## src/rtl/mht_ram.sv

```systemverilog
// ----------------------------------------------------------------------------
// mht_ram: generic simple dual-port RAM
// One write port, one read port, registered read data (old data on collision).
// ----------------------------------------------------------------------------
module mht_ram #(
  parameter int unsigned WIDTH = 16,
  parameter int unsigned DEPTH = 64
) (
  input  logic                                         clk_i,
  input  logic                                         we_i,
  input  logic [((DEPTH > 1) ? $clog2(DEPTH) : 1)-1:0] waddr_i,
  input  logic [WIDTH-1:0]                             wdata_i,
  input  logic [((DEPTH > 1) ? $clog2(DEPTH) : 1)-1:0] raddr_i,
  output logic [WIDTH-1:0]                             rdata_o
);

  logic [WIDTH-1:0] mem_q [DEPTH];
  logic [WIDTH-1:0] rdata_q;

  always_ff @(posedge clk_i) begin
    if (we_i) begin
      mem_q[waddr_i] <= wdata_i;
    end
    rdata_q <= mem_q[raddr_i];
  end

  assign rdata_o = rdata_q;

endmodule

```

## config.mk

```make
export PLATFORM = sky130hd
export DESIGN_NAME = mht_ram
export DESIGN_NICKNAME = d
export VERILOG_FILES = /design/src/rtl/mht_ram.sv
export SDC_FILE = /design/constraint.sdc
export NUM_CORES = 1
export LEC_CHECK = 0
export ABC_AREA = 1
export BUFFER_PORTS_ARGS = -buffer_cell sky130_fd_sc_hd__buf_2
export CAP_MARGIN = 5
export CORE_UTILIZATION = 40
export DETAILED_ROUTE_END_ITERATION = 12
export SYNTH_ARGS = -nofsm -noshare
export SYNTH_HDL_FRONTEND = slang
export SYNTH_SLANG_ARGS = --single-unit
```

## constraint.sdc

```tcl
create_clock -name clk_i -period 8.55 [get_ports clk_i]
set_clock_uncertainty 0.2 [all_clocks]
set_input_delay 0.4275 -clock clk_i [delete_from_list [all_inputs] [get_ports clk_i]]
set_output_delay 0.4275 -clock clk_i [all_outputs]
set_load 0.01 [all_outputs]
```

# ---- Yosys cells after proc, flatten, opt, wreduce, memory -nomap -nowiden
# Memories as Yosys holds them, arrays and structs flattened. A register that Yosys moved wholly into a read port is not among the register bits.
# Index checks and enable logic that the tools add are counted.
dict set report word_totals {
  n_memories 1
  reg_bits 0
  output_inout_bits 16
  input_bits 30
  ramBits 1024
}
# memory words width read_ports rd_ports_with_merged_regs wr line
set mem_list {}
lappend mem_list {mem_q 64 16 1 1 1 17} ;# logic [WIDTH-1:0] mem_q [DEPTH];
dict set report classes {
  n_mux 2
}
# operator count
set op_table {}
lappend op_table {{1-bit two-way mux} 2}

# ---- Longest topological paths before layout
dict set report depth {
  word_depth 2
  depth_mapped 12
}

# ---- Least setup slack after synthesis
# OpenSTA, ideal clock, no wires.
dict set report synth_timing {
  kind {input to register}
  from {input port we_i}
  to {memory mem_q[48][0] (enable)}
  slack_ns 5.368
  arrival_ns 2.551
  setup_ns 0.431
  cell_stages 3
  n_path_buf 1
  path_cell_list {clkbuf_1 > nand4_1 > nor4_1}
}
dict set report synth_between {
  elab_chain_len 2
}
# element line
set synth_rtl {}
lappend synth_rtl {{start, declared} 10} ;# input logic we_i,
lappend synth_rtl {{1-bit two-way mux} 21} ;# if (we_i) begin
lappend synth_rtl {{1-bit two-way mux (not written as such)} 22} ;# mem_q[waddr_i] <= wdata_i;
lappend synth_rtl {{end, declared} 17}
# No other way between the ends.

==> key figures <==
Critical path
  • Classification of the worst setup path: in2reg
  • Crit path largest cell delay: 940 ps
  • Biggest fanout along the worst timing path: 246
  • Cell breakdown of the critical path: buf_8, inv_16, buf_4, nand2_1, nand3_1, nand3_1, nand2_1, nand2_1, nand3_1, nand3_1, nand2_1
  • Crit path launch type: input port
  • Required arrival time at the worst endpoint: 8930 ps
  • Worst Path Arrival: 3990 ps
  • Cell count of the worst reg-to-reg path: 8
  • Family with the most delay on the worst path: buffers and inverters
  • Setup crit end kind: flip-flop
  • Critical path's slowest cell: sky130_fd_sc_hd__buf_4
  • Worst r2r dst: rdata_o[3]
  • Worst setup slack for register-to-register paths: 6570 ps
  • Critical R2R Launch: mem_q[15][3]
  • Worst path bufs/invs: 3

Timing
  • Worst slew margin relative to its limit: 11.37%
  • Setup TNS after final layout: 0 ps
  • Unrepaired setup endpoints after global routing: no
  • Hold Violations, Final: 0
  • Setup-failing EPs final: 0
  • Ratio of final minimum period to clock period: 42.21%
  • Peak clock frequency supported by timing: 277.1 MHz
  • Crit path setup slack, layout: 4941 ps
  • Count of pins over their slew limit: 0
  • Crit path time final: 3609 ps
  • Transition time at the pin with the least slew margin: 1329 ps

Clock tree
  • Clock tree from TritonCTS: built
  • Number of clock sinks: 1040
  • Maximum buffer depth of the clock tree: 3
  • H-tree levels: 3
  • Hold buffers post-CTS: 0
  • Clock latency on the worst-skew pair: 690 ps
  • Number of gates given a new drive strength after cts: 0
  • Clock tree root driver cell: sky130_fd_sc_hd__clkbuf_16
  • Post CTS Setup Buffer Count: 0
  • Clock transition at the register clock pins on the worst setup and hold paths after CTS: 70 ps
  • CTS buffer count: 103

Logic synthesis
  • Synth async-reset ratio: 0%
  • Seq cells post-synth: 1040
  • Top cells by area in the synthesized netlist: sky130_fd_sc_hd__edfxtp_1 73%, sky130_fd_sc_hd__nand2_1 12%, sky130_fd_sc_hd__nand3_1 10%
  • Cell with the most instances after synthesis: sky130_fd_sc_hd__nand2_1
  • Library cell with the largest summed area after synthesis: sky130_fd_sc_hd__edfxtp_1
  • Top flip-flop cell by instance count after synthesis: sky130_fd_sc_hd__edfxtp_1
  • Distinct cell type count after synthesis: 16
  • Most used standard cells in the synthesized netlist: 1296 x sky130_fd_sc_hd__nand2_1, 1024 x sky130_fd_sc_hd__edfxtp_1, 871 x sky130_fd_sc_hd__nand3_1
  • Number of flops mapped to enable cells by yosys: 1024
  • Sequential-to-total area share from yosys stat: 73.80%
  • Post-synthesis area per instance: 11.97 sq um
  • Nets in the synthesized netlist: 3547
  • Instance count of the mapped netlist: 3517
  • Mapped cell area: 0.04210 sq mm
  • Total number of yosys warnings: 0
  • Area fraction of the dominant cell type after synthesis: 73.04%

Floorplanning
  • Chip Width: 326.4 microns
  • Cell Rows: 118
  • Total die area: 0.1066 sq mm
  • I/O pin cnt: 46
  • Core Region: 0.1039 sq mm
  • Starting utilization of the core area: 40.50%
  • Die extent in y: 326.4 microns

Finish
  • Count of nets after finishing: 3576
  • Signed area change from the synthesized netlist to the final layout: 11.11%
  • Share of final-layout standard cells stronger than drive strength 1: 8.427%
  • Final instance count without filler cells: 5014
  • Area of all placed cells without fillers: 0.04678 sq mm

Global route
  • Global-route wire length before repair: 168600 microns
  • Initial antenna violation count: 10
  • Via count of the first global-routing pass: 25787
  • Maximum number of pins on one net before global-route repair: 247
  • Global routing usage summed across all routing layers: 21.18%
  • Total congestion overflow after global routing: 0

Place
  • Placed Area: 0.04351 sq mm
  • Routability-driven placement congestion ratio: 0.8342
  • Inst Count DP: 4821
  • Hpwl dp: 59010 microns
  • Count of buffers inserted at the top-level ports: 45
  • DP Worst Slack: 4487 ps

Drt
  • DRC violations left: 0
  • Vias post-DR: 26914
  • Antenna viol nets, final: 0
  • Wire length reported by the detailed router: 113700 microns
  • Wire length per cell: 22.68 microns
  • Via density per instance: 5.368
  • Initial DRC Count: 3180
  • Detailed-router iteration count before antenna repair: 6

Power and ir drop
  • Total design power: 0.01072 W
  • Areal power density over the cells: 229.1 mW/mm^2
  • Total leakage power: 16.70 nW
  • Maximum ir drop on the vdd rail: 0.1873 mV

Hold path
  • Endpoint, Worst Hold: mem_q[50][13]
  • Hold path cells: 2
  • Hold Crit Start: waddr_i[2]
  • Kind of path behind the tightest hold check: in2reg

Status
  • Status: complete, no violations

Flow run
  • Max Cap Violations: 0
## logic make-up (layout without fill, tap and decap cells)
kind of cell | count (synthesis) | count (layout) | share of synthesized area [%]
buffers and inverters | 237 | 351 | 3.537
DFF | 1040 | 1040 | 73.80
other | 0 | 3 | 0
and+or+nand+nor | 2240 | 2240 | 22.66
## where the power goes
part | leakage (nW) | total [W] | switching [W] | internal [W]
clock network | 1.59 | 0.00439 | 0.00191 | 0.00247
registers | 9.35 | 0.00568 | 0.0000324 | 0.00564
logic | 5.77 | 0.000652 | 0.000500 | 0.000152
## layout make-up
| cell class | instances | area (sq um) |
|---|---|---|
| diodes | 3 | 7.507 |
| clock buffers | 144 | 2843 |
| clock inverters | 46 | 414.1 |
| fillers | 9486 | 57160 |
| inverters | 12 | 71.32 |
| multi-input cells | 2240 | 9590 |
| flip-flops and latches | 1040 | 31070 |
| well taps | 1380 | 1727 |
| repair buffers | 149 | 1054 |
## stage by stage
stage               utilization, %  hold WS, ps
global placement             41.86        586.0
detailed placement           41.86        599.6
floorplan                        -        326.4
finish                       45.00        77.70
global route                 45.00        74.22
CTS                          45.00        30.34
## routing by layer
layer  track usage, %  vias up  wire (microns)
met2            33.30      997           52480
met3            4.937      182           10220
met1            29.46    13285           48080
li1                 -    12444               -
met4            5.912        6            2887
met5                0        -              34
## sequential cells by signal, indices dropped and copies added, names as in the netlist
signal and cells:
mem_q 1024, rdata_o 16
## worst register-to-register path, cell delays in order (launching register included)
cell,delay (ps)
sky130_fd_sc_hd__edfxtp_1,320
sky130_fd_sc_hd__nand2_1,60
sky130_fd_sc_hd__nand3_1,140
sky130_fd_sc_hd__nand3_1,200
sky130_fd_sc_hd__nand2_1,210
sky130_fd_sc_hd__nand2_1,70
sky130_fd_sc_hd__nand3_1,110
sky130_fd_sc_hd__nand3_1,380
sky130_fd_sc_hd__nand2_1,200
## placed cells by master (no fill, tap or decap), drive strengths merged
cell	instances
nand2	1296
nand4	9
clkinv	35
clkinvlp	4
diode	3
inv	14
edfxtp	1024
nor2	56
clkbuf	144
bufinv	5
nor4	8
dfxtp	16
nand3	871
buf	149
## worst max path at each step
stage / startpoint / end / slack (ps) / depth (start not counted)
floorplan: we_i / mem_q[48][0] / 5370 / 3
global placement: raddr_i[0] / rdata_o[10] / 4500 / 11
detailed placement: raddr_i[0] / rdata_o[10] / 4490 / 11
CTS: raddr_i[0] / rdata_o[10] / 5180 / 11
global route: raddr_i[0] / rdata_o[10] / 4810 / 11
finish: raddr_i[0] / rdata_o[3] / 4940 / 11
No activity file was read; power rests on OpenSTA's default activity.
